$ cat src/hdl/sks_pkg.sv
// ----------------------------------------------------------------------------
// sks_pkg
// Types, sizes and codes shared by the sorted key set block.
// ----------------------------------------------------------------------------
`default_nettype none

package sks_pkg;

    localparam int CAPACITY = 64;
    localparam int KEY_BITS = 48;
    localparam int IDX_W    = $clog2(CAPACITY);
    localparam int CNT_W    = $clog2(CAPACITY + 1);

    // item field widths
    localparam int MODE_W   = 2;
    localparam int KEY_W    = 48;
    localparam int STATUS_W = 2;
    localparam int POS_W    = 6;
    localparam int COUNT_W  = 7;

    // request modes; any other code is a lookup
    localparam logic [MODE_W-1:0] MODE_ADD    = 2'd1;
    localparam logic [MODE_W-1:0] MODE_REMOVE = 2'd2;

    localparam logic [STATUS_W-1:0] ST_OK   = 2'd0;
    localparam logic [STATUS_W-1:0] ST_DUP  = 2'd1;
    localparam logic [STATUS_W-1:0] ST_MISS = 2'd2;
    localparam logic [STATUS_W-1:0] ST_FULL = 2'd3;

    typedef struct packed {
        logic [MODE_W-1:0] mode;
        logic [KEY_W-1:0]  key;
    } t_in_item;

    typedef struct packed {
        logic [STATUS_W-1:0] status;
        logic                found;
        logic [POS_W-1:0]    position;
        logic [COUNT_W-1:0]  count;
    } t_out_item;

    // controller to datapath
    typedef struct packed {
        logic load;
        logic probe;
        logic compare;
        logic ptr_init_up;
        logic ptr_init_dn;
        logic rd_prev;
        logic rd_next;
        logic wr_up;
        logic wr_dn;
        logic wr_key;
        logic dec_count;
        logic result;
    } t_cmd;

    // datapath to controller
    typedef struct packed {
        logic srch_more;
        logic is_add;
        logic is_rm;
        logic hit;
        logic full;
        logic up_more;
        logic dn_more;
        logic out_free;
    } t_stat;

endpackage

`default_nettype wire

$ cat src/hdl/sks_ram.sv
// ----------------------------------------------------------------------------
// sks_ram
// Generic simple dual-port RAM: one write port, one read port, registered read.
// ----------------------------------------------------------------------------
`default_nettype none

module sks_ram #(
    parameter int WIDTH = 8,
    parameter int DEPTH = 16,
    parameter int AW    = $clog2(DEPTH)
) (
    input  wire logic             i_clk,
    input  wire logic             i_we,
    input  wire logic [AW-1:0]    i_waddr,
    input  wire logic [WIDTH-1:0] i_wdata,
    input  wire logic             i_re,
    input  wire logic [AW-1:0]    i_raddr,
    output logic      [WIDTH-1:0] o_rdata
);

    logic [WIDTH-1:0] r_mem [DEPTH];
    logic [WIDTH-1:0] r_rdata;

    always_ff @(posedge i_clk) begin
        if (i_we) begin
            r_mem[i_waddr] <= i_wdata;
        end
        if (i_re) begin
            r_rdata <= r_mem[i_raddr];
        end
    end

    assign o_rdata = r_rdata;

endmodule

`default_nettype wire

$ cat src/hdl/sks_dpath.sv
// ----------------------------------------------------------------------------
// sks_dpath
// Search bounds, shift pointer, entry count, key store and result register.
// ----------------------------------------------------------------------------
`default_nettype none

module sks_dpath (
    input  wire logic               i_clk,
    input  wire logic               i_rst_n,
    input  wire sks_pkg::t_cmd      i_cmd,
    output sks_pkg::t_stat          o_stat,
    input  wire sks_pkg::t_in_item  i_in_item,
    input  wire logic               i_out_stall,
    output logic                    o_out_valid,
    output sks_pkg::t_out_item      o_out_item
);

    import sks_pkg::*;

    logic [MODE_W-1:0]   r_mode;
    logic [KEY_BITS-1:0] r_key;
    logic [CNT_W-1:0]    r_lo;
    logic [CNT_W-1:0]    r_hi;
    logic [IDX_W-1:0]    r_mid;
    logic                r_hit;
    logic                r_ins;
    logic [CNT_W-1:0]    r_ptr;
    logic [CNT_W-1:0]    r_count;
    logic                r_out_valid;
    t_out_item           r_out;

    logic [CNT_W-1:0]    w_mid;
    logic [CNT_W-1:0]    w_ptr_m1;
    logic [CNT_W-1:0]    w_ptr_p1;
    logic [KEY_BITS-1:0] w_rdata;
    logic                w_re;
    logic [IDX_W-1:0]    w_raddr;
    logic                w_we;
    logic [IDX_W-1:0]    w_waddr;
    logic [KEY_BITS-1:0] w_wdata;
    logic                w_is_add;
    logic                w_is_rm;
    t_out_item           w_res;

    assign w_mid    = r_lo + ((r_hi - r_lo) >> 1);
    assign w_ptr_m1 = r_ptr - CNT_W'(1);
    assign w_ptr_p1 = r_ptr + CNT_W'(1);
    assign w_is_add = (r_mode == MODE_ADD);
    assign w_is_rm  = (r_mode == MODE_REMOVE);

    always_comb begin
        w_re    = i_cmd.probe | i_cmd.rd_prev | i_cmd.rd_next;
        w_raddr = w_mid[IDX_W-1:0];
        if (i_cmd.rd_prev) begin
            w_raddr = w_ptr_m1[IDX_W-1:0];
        end else if (i_cmd.rd_next) begin
            w_raddr = w_ptr_p1[IDX_W-1:0];
        end
        w_we    = i_cmd.wr_up | i_cmd.wr_dn | i_cmd.wr_key;
        w_waddr = i_cmd.wr_key ? r_lo[IDX_W-1:0] : r_ptr[IDX_W-1:0];
        w_wdata = i_cmd.wr_key ? r_key : w_rdata;
    end

    sks_ram #(
        .WIDTH (KEY_BITS),
        .DEPTH (CAPACITY)
    ) u_store (
        .i_clk   (i_clk),
        .i_we    (w_we),
        .i_waddr (w_waddr),
        .i_wdata (w_wdata),
        .i_re    (w_re),
        .i_raddr (w_raddr),
        .o_rdata (w_rdata)
    );

    // search and shift registers
    always_ff @(posedge i_clk) begin
        if (i_cmd.load) begin
            r_mode <= i_in_item.mode;
            r_key  <= KEY_BITS'(i_in_item.key);
            r_lo   <= '0;
            r_hi   <= r_count;
            r_hit  <= 1'b0;
            r_ins  <= 1'b0;
        end
        if (i_cmd.probe) begin
            r_mid <= w_mid[IDX_W-1:0];
        end
        if (i_cmd.compare) begin
            if (w_rdata < r_key) begin
                r_lo <= CNT_W'(r_mid) + CNT_W'(1);
            end else begin
                r_hi <= CNT_W'(r_mid);
            end
            // keys are unique, so an equal probe is the lower bound
            if (w_rdata == r_key) begin
                r_hit <= 1'b1;
            end
        end
        if (i_cmd.ptr_init_up) begin
            r_ptr <= r_count;
        end else if (i_cmd.ptr_init_dn) begin
            r_ptr <= r_lo;
        end else if (i_cmd.wr_up) begin
            r_ptr <= w_ptr_m1;
        end else if (i_cmd.wr_dn) begin
            r_ptr <= w_ptr_p1;
        end
        if (i_cmd.wr_key) begin
            r_ins <= 1'b1;
        end
    end

    always_ff @(posedge i_clk) begin
        if (!i_rst_n) begin
            r_count <= '0;
        end else if (i_cmd.wr_key) begin
            r_count <= r_count + CNT_W'(1);
        end else if (i_cmd.dec_count) begin
            r_count <= r_count - CNT_W'(1);
        end
    end

    always_comb begin
        w_res.found    = r_hit;
        w_res.count    = COUNT_W'(r_count);
        w_res.status   = ST_MISS;
        w_res.position = '0;
        if (r_hit) begin
            w_res.status   = w_is_add ? ST_DUP : ST_OK;
            w_res.position = POS_W'(r_lo);
        end else if (w_is_add) begin
            if (r_ins) begin
                w_res.status   = ST_OK;
                w_res.position = POS_W'(r_lo);
            end else begin
                w_res.status = ST_FULL;
            end
        end
    end

    always_ff @(posedge i_clk) begin
        if (!i_rst_n) begin
            r_out_valid <= 1'b0;
        end else if (i_cmd.result) begin
            r_out_valid <= 1'b1;
        end else if (!i_out_stall) begin
            r_out_valid <= 1'b0;
        end
    end

    always_ff @(posedge i_clk) begin
        if (i_cmd.result) begin
            r_out <= w_res;
        end
    end

    always_comb begin
        o_stat.srch_more = (r_lo < r_hi);
        o_stat.is_add    = w_is_add;
        o_stat.is_rm     = w_is_rm;
        o_stat.hit       = r_hit;
        o_stat.full      = (r_count == CNT_W'(CAPACITY));
        o_stat.up_more   = (r_ptr > r_lo);
        o_stat.dn_more   = (w_ptr_p1 < r_count);
        o_stat.out_free  = !r_out_valid || !i_out_stall;
    end

    assign o_out_valid = r_out_valid;
    assign o_out_item  = r_out;

endmodule

`default_nettype wire

$ cat src/hdl/sks_ctrl.sv
// ----------------------------------------------------------------------------
// sks_ctrl
// Sequencer: binary search over the store, then for an add or remove a shift up or down, then result.
// ----------------------------------------------------------------------------
`default_nettype none

module sks_ctrl (
    input  wire logic           i_clk,
    input  wire logic           i_rst_n,
    input  wire logic           i_in_valid,
    output logic                o_in_stall,
    input  wire sks_pkg::t_stat i_stat,
    output sks_pkg::t_cmd       o_cmd
);

    import sks_pkg::*;

    typedef enum logic [7:0] {
        S_IDLE  = 8'b0000_0001,
        S_SRCH  = 8'b0000_0010,
        S_CMP   = 8'b0000_0100,
        S_UP_RD = 8'b0000_1000,
        S_UP_WR = 8'b0001_0000,
        S_DN_RD = 8'b0010_0000,
        S_DN_WR = 8'b0100_0000,
        S_DONE  = 8'b1000_0000
    } t_state;

    t_state r_state;
    t_state n_state;

    always_ff @(posedge i_clk) begin
        if (!i_rst_n) begin
            r_state <= S_IDLE;
        end else begin
            r_state <= n_state;
        end
    end

    always_comb begin
        n_state = r_state;
        o_cmd   = '0;
        case (r_state)
            S_IDLE: begin
                if (i_in_valid) begin
                    o_cmd.load = 1'b1;
                    n_state    = S_SRCH;
                end
            end
            S_SRCH: begin
                if (i_stat.srch_more) begin
                    o_cmd.probe = 1'b1;
                    n_state     = S_CMP;
                end else if (i_stat.is_add && !i_stat.hit && !i_stat.full) begin
                    o_cmd.ptr_init_up = 1'b1;
                    n_state           = S_UP_RD;
                end else if (i_stat.is_rm && i_stat.hit) begin
                    o_cmd.ptr_init_dn = 1'b1;
                    n_state           = S_DN_RD;
                end else begin
                    n_state = S_DONE;
                end
            end
            S_CMP: begin
                o_cmd.compare = 1'b1;
                n_state       = S_SRCH;
            end
            S_UP_RD: begin
                if (i_stat.up_more) begin
                    o_cmd.rd_prev = 1'b1;
                    n_state       = S_UP_WR;
                end else begin
                    o_cmd.wr_key = 1'b1;
                    n_state      = S_DONE;
                end
            end
            S_UP_WR: begin
                o_cmd.wr_up = 1'b1;
                n_state     = S_UP_RD;
            end
            S_DN_RD: begin
                if (i_stat.dn_more) begin
                    o_cmd.rd_next = 1'b1;
                    n_state       = S_DN_WR;
                end else begin
                    o_cmd.dec_count = 1'b1;
                    n_state         = S_DONE;
                end
            end
            S_DN_WR: begin
                o_cmd.wr_dn = 1'b1;
                n_state     = S_DN_RD;
            end
            S_DONE: begin
                if (i_stat.out_free) begin
                    o_cmd.result = 1'b1;
                    n_state      = S_IDLE;
                end
            end
            default: begin
                n_state = S_IDLE;
            end
        endcase
    end

    assign o_in_stall = (r_state != S_IDLE);

endmodule

`default_nettype wire

$ cat src/hdl/sorted_key_set.sv
// ----------------------------------------------------------------------------
// sorted_key_set
// Set of unique keys held in ascending order in a RAM; lookup, add, remove.
// ----------------------------------------------------------------------------
//
//  channel  dir  handshake              payload
//  request  in   i_in_valid/o_in_stall  i_in_item  (mode, key)
//  result   out  o_out_valid/i_out_stall o_out_item (status, found, position, count)
//
//  One request at a time. Every store read goes through the single read
//  port of the key RAM, and each read is followed by a compare or a write.
//  A request makes P <= log2(CAPACITY)+1 search probes; an add or remove that
//  succeeds then moves M entries (M < CAPACITY), each by a read and a write.
//  Reset clears the entry count, the sequencer and the result valid; key RAM
//  contents are not cleared. A stalled result stays in its register while the
//  next request is taken.
//
`default_nettype none

module sorted_key_set (
    input  wire logic               i_clk,
    input  wire logic               i_rst_n,
    input  wire logic               i_in_valid,
    output logic                    o_in_stall,
    input  wire sks_pkg::t_in_item  i_in_item,
    output logic                    o_out_valid,
    input  wire logic               i_out_stall,
    output sks_pkg::t_out_item      o_out_item
);

    import sks_pkg::*;

    t_cmd  w_cmd;
    t_stat w_stat;

    sks_ctrl u_ctrl (
        .i_clk      (i_clk),
        .i_rst_n    (i_rst_n),
        .i_in_valid (i_in_valid),
        .o_in_stall (o_in_stall),
        .i_stat     (w_stat),
        .o_cmd      (w_cmd)
    );

    sks_dpath u_dpath (
        .i_clk       (i_clk),
        .i_rst_n     (i_rst_n),
        .i_cmd       (w_cmd),
        .o_stat      (w_stat),
        .i_in_item   (i_in_item),
        .i_out_stall (i_out_stall),
        .o_out_valid (o_out_valid),
        .o_out_item  (o_out_item)
    );

endmodule

`default_nettype wire

$ cat config.mk
export PLATFORM = sky130hd
export DESIGN_NAME = sorted_key_set
export DESIGN_NICKNAME = d
export VERILOG_FILES = /design/src/hdl/sks_pkg.sv /design/src/hdl/sks_ram.sv /design/src/hdl/sks_dpath.sv /design/src/hdl/sks_ctrl.sv /design/src/hdl/sorted_key_set.sv
export SDC_FILE = /design/constraint.sdc
export NUM_CORES = 2
export LEC_CHECK = 0
export ABC_AREA = 1
export BUFFER_PORTS_ARGS = -buffer_cell sky130_fd_sc_hd__buf_2
export CELL_PAD_IN_SITES_DETAIL_PLACEMENT = 1
export CELL_PAD_IN_SITES_GLOBAL_PLACEMENT = 1
export CORE_ASPECT_RATIO = 0.8
export CORE_UTILIZATION = 46
export DETAILED_ROUTE_END_ITERATION = 8
export PLACE_DENSITY_LB_ADDON = 0.1
export SETUP_SLACK_MARGIN = 0.2
export SYNTH_ARGS = -nofsm -noshare
export SYNTH_HDL_FRONTEND = slang
export SYNTH_SLANG_ARGS = --single-unit
$ cat constraint.sdc
create_clock -name i_clk -period 5.2 [get_ports i_clk]
set_clock_uncertainty 0.05 [all_clocks]
set_input_delay 1.04 -clock i_clk [delete_from_list [all_inputs] [get_ports i_clk]]
set_output_delay 1.04 -clock i_clk [all_outputs]
set_load 0.05 [all_outputs]
# [Yosys cells after proc, flatten, opt, wreduce, memory -nomap -nowiden]
# Memory sizes are Yosys's and may differ from the RTL's. A register that Yosys moved wholly into a read port is not among the register bits.
# Index checks and enable logic that the tools add are counted.
[totals] register_bits=111 ram_bits=3072 inputBits=54 output_inout_bits=18 elab_cells=118 memories=1
[op_classes] add_sub_neg=7 order_cmp=4 n_eq_ne=16 mux=60 n_bitwise=4 n_reduce_logical=11
[mem_list] memory="u_dpath.u_store.r_mem" words=64 width=48 read_ports=1 rd_ports_with_merged_regs=1 wr=1 line_no="sks_ram.sv:21" text="logic [WIDTH-1:0] r_mem [DEPTH];"
[op_table] op="2-to-1 mux 7 bit" count=12
[op_table] op="one-hot mux 8 bit (8 select lines)" count=1
[op_table] op="2-to-1 mux 8 bit" count=7
[op_table] op="== test 48 bit" count=1
[op_table] op="less-than comparator 48 bit" count=1
[op_table] op="2-to-1 mux 48 bit" count=1
[op_table] op="2-to-1 mux 6 bit" count=6
[op_table] op="2-to-1 mux 1 bit" count=28
[op_table] op="adder 7 x 1 -> 7 bit, second input constant" count=2
[op_table] op="less-than comparator 7 bit" count=2
[op_table] op="subtractor 7 x 1 -> 7 bit, second input constant" count=2
[op_table] op="2-to-1 mux 2 bit" count=5
[op_table] op="== test 8 x 1 -> 1 bit, second input constant" count=1
[op_table] op="== test 8 x 2 -> 1 bit, second input constant" count=1
[op_table] op="== test 8 x 3 -> 1 bit, second input constant" count=1
[op_table] op="== test 8 x 4 -> 1 bit, second input constant" count=1
[op_table] op="== test 8 x 5 -> 1 bit, second input constant" count=1
[op_table] op="== test 8 x 6 -> 1 bit, second input constant" count=1
[op_table] op="== test 8 x 7 -> 1 bit, second input constant" count=1
[op_table] op="== test 8 bit, second input constant" count=1
[op_table] op="inequality test 8 x 1 -> 1 bit, second input constant" count=1
[op_table] op="adder 6 x 1 -> 7 bit, second input constant" count=1
[op_table] op="== test 7 bit, second input constant" count=1
[op_table] op="> comparator 7 bit" count=1
[op_table] op="other kinds (13)" count=22

# [Logic depth before layout (Yosys ltp)]
[depth] depth_word=8 mapped_depth=23

# [By module]
# Synthesis repeated with hierarchy kept, for this count alone.
[unflattened] cells_unflattened=11018 area_unflattened_um2=132236.8
[modules_own_cells] module="sks_ram" instances=1 cells_per_inst=10108 area_per_inst_um2=124811.0 seq_area_each_um2=93689.9
[modules_own_cells] module="sks_dpath" instances=1 cells_per_inst=816 area_per_inst_um2=6867.8 seq_area_each_um2=2852.7
[modules_own_cells] module="sks_ctrl" instances=1 cells_per_inst=94 area_per_inst_um2=558.0 seq_area_each_um2=160.2

# [Least setup slack after synthesis]
# Ideal clock, no wire load.
[synth_timing] kind="register to register" from="register u_dpath.r_ptr[0]" to="memory u_dpath.u_store.r_mem[0][39] in the netlist's numbering (data pin)" setup_time_ns=0.702 arrival_time_ns=4.423 required_ns=4.448 slack_ns=0.025 stages_incl_launch_ff=10 path_buffers=3 period_less_slack_ns=5.175 cell_sequence="edfxtp_1 > clkinv_1 > ha_1 > nand4_1 > nand2_1 > nand2_1 > clkbuf_1 > clkbuf_1 > clkbuf_1 > o21ai_0"
[synth_via] elab_chain_len=4
[synth_lines] element="start: declaration" line_no="sks_dpath.sv:27" text="logic [CNT_W-1:0] r_ptr;"
[synth_lines] element="start signal: assignment" line_no="sks_dpath.sv:102" text="r_ptr <= r_count;"
[synth_lines] element="start signal: assignment" line_no="sks_dpath.sv:104" text="r_ptr <= r_lo;"
[synth_lines] element="start signal: assignment" line_no="sks_dpath.sv:106" text="r_ptr <= w_ptr_m1;"
[synth_lines] element="> comparator 7 bit" line_no="sks_dpath.sv:165" text="o_stat.up_more = (r_ptr > r_lo);"
[synth_lines] element="2-to-1 mux 1 bit" line_no="sks_ctrl.sv:69" text="if (i_stat.up_more) begin"
[synth_lines] element="2-to-1 mux 1 bit" line_no="sks_ctrl.sv:43" text="case (r_state)"
[synth_lines] element="2-to-1 mux 48 bit" line_no="sks_dpath.sv:61" text="w_wdata = i_cmd.wr_key ? r_key : w_rdata;"
[synth_lines] element="net u_dpath.u_store.i_wdata[39]" line_no="sks_ram.sv:15" text="input wire logic [WIDTH-1:0] i_wdata,"
[synth_lines] element="end: declaration" line_no="sks_ram.sv:21"
# The timed path passes the listed nets, and every way through them passes these cells.

# [Worst setup path after layout]
[layout_timing] from="register u_dpath.r_lo[5]" to="memory u_dpath.u_store.r_mem[51][16] in the netlist's numbering (enable)"
[layout_via] elab_chain_len=6
[layout_lines] element="start: declaration" line_no="sks_dpath.sv:22" text="logic [CNT_W-1:0] r_lo;"
[layout_lines] element="start signal: assignment" line_no="sks_dpath.sv:92" text="r_lo <= CNT_W'(r_mid) + CNT_W'(1);"
[layout_lines] element="> comparator 7 bit" line_no="sks_dpath.sv:165"
[layout_lines] element="2-to-1 mux 1 bit" line_no="sks_ctrl.sv:69"
[layout_lines] element="2-to-1 mux 1 bit" line_no="sks_ctrl.sv:43"
[layout_lines] element="bitwise OR 1 bit" line_no="sks_dpath.sv:59" text="w_we = i_cmd.wr_up | i_cmd.wr_dn | i_cmd.wr_key;"
[layout_lines] element="2-to-1 mux 1 bit" line_no="sks_ram.sv:25" text="if (i_we) begin"
[layout_lines] element="2-to-1 mux 1 bit (not written as such)" line_no="sks_ram.sv:26" text="r_mem[i_waddr] <= i_wdata;"
# Parallel ways exist; a longest one is shown, timed or not.

==> flow_summary_export.csv <==
group,metric,value,unit
sta,setup_tns,0,ns
worst_setup_path,crit_slowest_cell,"nor2_4",
grt,gr-total-overflow,0,
routing,ant_nets,0,
power_and_ir_drop,power_density,347,nW/um^2
yosys,synth-seq-area-share,0.676,
floorplan,floorplan.die_area,313000,um^2
cts,clock_path_buffers,4,
yosys,syn_area,143000,um^2
worst_setup_path,max_stage_delay,0.96,ns
yosys,syn-instance-count,13800,
cts,cts-root-buf,"clkbuf_16",
sta,maxSlewViolCount,0,
layout,fill_cells,33200,
power_and_ir_drop,p_total,56.3,mW
yosys,ys_async_sr_fraction,0,
sta,fin_crit,4.92,ns
yosys,yosysMostFrequentCell,"nand3_1",
routing,drc,0,
cts,cts_buffers,341,
worst_setup_path,crit_buf_inv,4,
sta,worst_pin_slew,1.21,ns
worst_setup_path,cp-start-kind,"flop",
hold_path,min_to,"u_dpath.r_key[10]",
worst_setup_path,ff2ff_path_depth,14,
hold_path,worstHoldStart,"i_in_item[10]",
sta,setup_viol,0,
worst_setup_path,path_max_fanout,22,
grt,grt_pass1_vias,105000,
routing,viasPerCell,5.63,
grt,antenna_found_initial,21,
cts,cts_tree,"yes",
grt,grt_start_max_net_pins,115,
routing,first_iter_violations,12000,
yosys,yosysWarnings,0,
worst_setup_path,crit_path_end_kind,"flop",
sta,timing.slew.headroom,0.188,
floorplan,ios,72,
sta,setup_ws,0.277,ns
sta,hold_viol,0,
hold_path,worstHoldPathType,"input port to flop",
routing,wl_per_cell,27.8,um
floorplan,num_rows,182,
place,port_buffers,71,
power_and_ir_drop,p_leak,68.3,nW
yosys,syn_area_per_cell,10.3,um^2
sta,rsz0062_at_grt,"no",
power_and_ir_drop,ir_drop,315,uV
worst_setup_path,required,5.72,ns
yosys,synth_seq_cells,3231,
cts,clkSinkCount,3231,
floorplan,start_util,0.464,
floorplan,fp.dieH,501,um
cts,cts.clk_slew.worst_paths,0.06,ns
run_status,status,"completed",
yosys,synthDominantCellAreaShare,0.672,
place,hpwlAfterDp,290000,um
yosys,synth_cell_type_count,45,
worst_setup_path,cp_data_arrival_time,5.44,ns
yosys,synth_area_leader_cell,"edfxtp_1",
floorplan,core,308000,um^2
worst_setup_path,cp_common_cell,"nand2_1",
sta,fmax,203,MHz
worst_setup_path,r2r_slack,0.28,ns
yosys,synth_common_cells,"3250 x nand3_1, 3199 x edfxtp_1, 3166 x nand2_1",
place,place.gp.congestion,0.846,
grt,grt_pass1_wl,733000,um
cts,hold_buffers,0,
routing,vias,104000,
yosys,ys.flop_type,"edfxtp_1",
routing,drtPass1Iterations,6,
cts,cts_max_level,5,
job,cap_violations,0,
worst_setup_path,rr_endpoint,"u_dpath.u_store.r_mem[51][16]",
cts,clkLatencyLatePin,0.90,ns
layout,final_layout_size_suffix_gt1_frac,0.0807,
floorplan,chipWidth,625,um
worst_setup_path,path_cells,"inv_1, ha_1, nand2_1, nor2_1, nand4_1, nand2_1, nand2_4, buf_4, inv_1, nor3_1, nor2_1, nand2_1, nor2_4, buf_12",
grt,gr-usage-all-layers,0.322,
sta,finalCritPeriodShare,0.947,
yosys,synth_edf_count,3199,
place,pre_cts_ws,0.244,ns
worst_setup_path,crit_type,"flop to flop",
yosys,synth_nets,14000,
worst_setup_path,reg2reg_from,"u_dpath.r_lo[5]",
routing,postRouteWirelength,512000,um
yosys,synth_area_leaders,"edfxtp_1 67%, nand3_1 11%, nand2_1 8.3%",
worst_setup_path,cp_top_family,"simple AND/OR/NAND/NOR gates",
hold_path,whs_path_depth,1,
layout,nNetsFinal,14200,
layout,area_growth,13.5,%
worst max path at each step:
stage	start	end	slack, ns	depth (start not counted)
2_1_floorplan	u_dpath.r_ptr[0]	u_dpath.u_store.r_mem[0][39]	0.02	9
3_3_place_gp	u_dpath.r_ptr[1]	u_dpath.u_store.o_rdata[32]	0.31	20
3_5_place_dp	u_dpath.r_ptr[1]	u_dpath.u_store.o_rdata[32]	0.24	19
4_1_cts	u_dpath.r_ptr[1]	u_dpath.u_store.o_rdata[32]	0.23	19
5_1_grt	u_dpath.r_ptr[2]	u_dpath.u_store.o_rdata[17]	0.19	22
6_report	u_dpath.r_lo[5]	u_dpath.u_store.r_mem[51][16]	0.28	14
metrics by stage:
stage / hold slack [ns] / util / cells / instance area, um^2
2_1_floorplan: 0.382 / - / 13800 / 143000
5_1_grt: 0.239 / 0.526 / 18400 / 162000
3_3_place_gp: 0.407 / 0.493 / 17800 / 152000
6_report: 0.274 / 0.526 / 18400 / 162000
4_1_cts: 0.210 / 0.525 / 18400 / 162000
3_5_place_dp: 0.418 / 0.493 / 17800 / 152000
final cells by class:
cell class | instances | area, um^2 | share of cell area
Tap cell | 4140 | 5180 | 0.0319
Multi-Input combinational cell | 6867 | 32400 | 0.200
Clock buffer | 439 | 9020 | 0.0556
Timing Repair inverter | 1 | 8.76 | 0.0000540
Inverter | 3025 | 11400 | 0.0702
Clock inverter | 160 | 1140 | 0.00705
Sequential cell | 3231 | 96700 | 0.596
Timing Repair Buffer | 577 | 6470 | 0.0399
Antenna cell | 4 | 10.0 | 0.0000617
kinds of logic (layout without fill, tap and decap cells):
group | count (synthesis) | in the layout | share of synthesized area
other | 0 | 4 | 0
AND/OR/NAND/NOR | 6579 | 6582 | 0.202
XOR/XNOR | 27 | 27 | 0.00165
buffers and inverters | 3748 | 4202 | 0.106
AO/OA/AOI/OAI | 173 | 173 | 0.00655
flip-flops | 3231 | 3231 | 0.676
adder cells (fa/ha/maj) | 85 | 85 | 0.00760
state kept, by name, summed over array words and instances (netlist names):
register,cells
u_dpath.u_store.r_mem,3072
u_dpath.r_key,48
u_dpath.u_store.o_rdata,48
u_dpath.o_out_item,16
u_ctrl.r_state,8
u_dpath.r_count,7
u_dpath.r_hi,7
u_dpath.r_lo,7
u_dpath.r_ptr,7
u_dpath.r_mid,6
u_dpath.r_mode,2
u_dpath.o_out_valid,1
u_dpath.r_hit,1
u_dpath.r_ins,1
what timing repair did:
item / CTS / global route
endpoints found under the setup margin: 0 / 43
setup buffers: 0 / 12
resized for setup: 0 / 18
placed cells by master (no fill, tap or decap), types with 7 or more instances in the layout:
master     instances
buf_2             71
o21ai_4           50
bufinv_16         14
nand4_1           11
edfxtp_1        3199
buf_12           174
nand2_1         3164
xor2_1            21
o21ai_0           50
buf_6              7
buf_4            319
nor2_4            67
nor2_1            45
ha_1              82
nand3_1         3245
inv_6             11
clkbuf_16        348
clkinv_2          45
a21oi_1           47
inv_1           3016
nor3_1            15
dfxtp_1           32
clkinv_1          85
clkbuf_1          92
layer usage:
layer,up-vias,track usage,part of all wire
li1,45500,-,-
met1,53000,0.459,0.43
met2,4428,0.505,0.45
met3,883,0.0566,0.087
met4,0,0.100,0.033
met5,-,0,0
power by group:
| group | switching, mW | leakage, nW | total, mW | internal (mW) |
|---|---|---|---|---|
| Sequential | 0.0936 | 29.0 | 28.9 | 28.8 |
| Combinational | 3.23 | 34.4 | 4.26 | 1.04 |
| Clock | 10.3 | 4.96 | 23.2 | 12.9 |
Note: power is estimated with default switching activity, not from simulation.
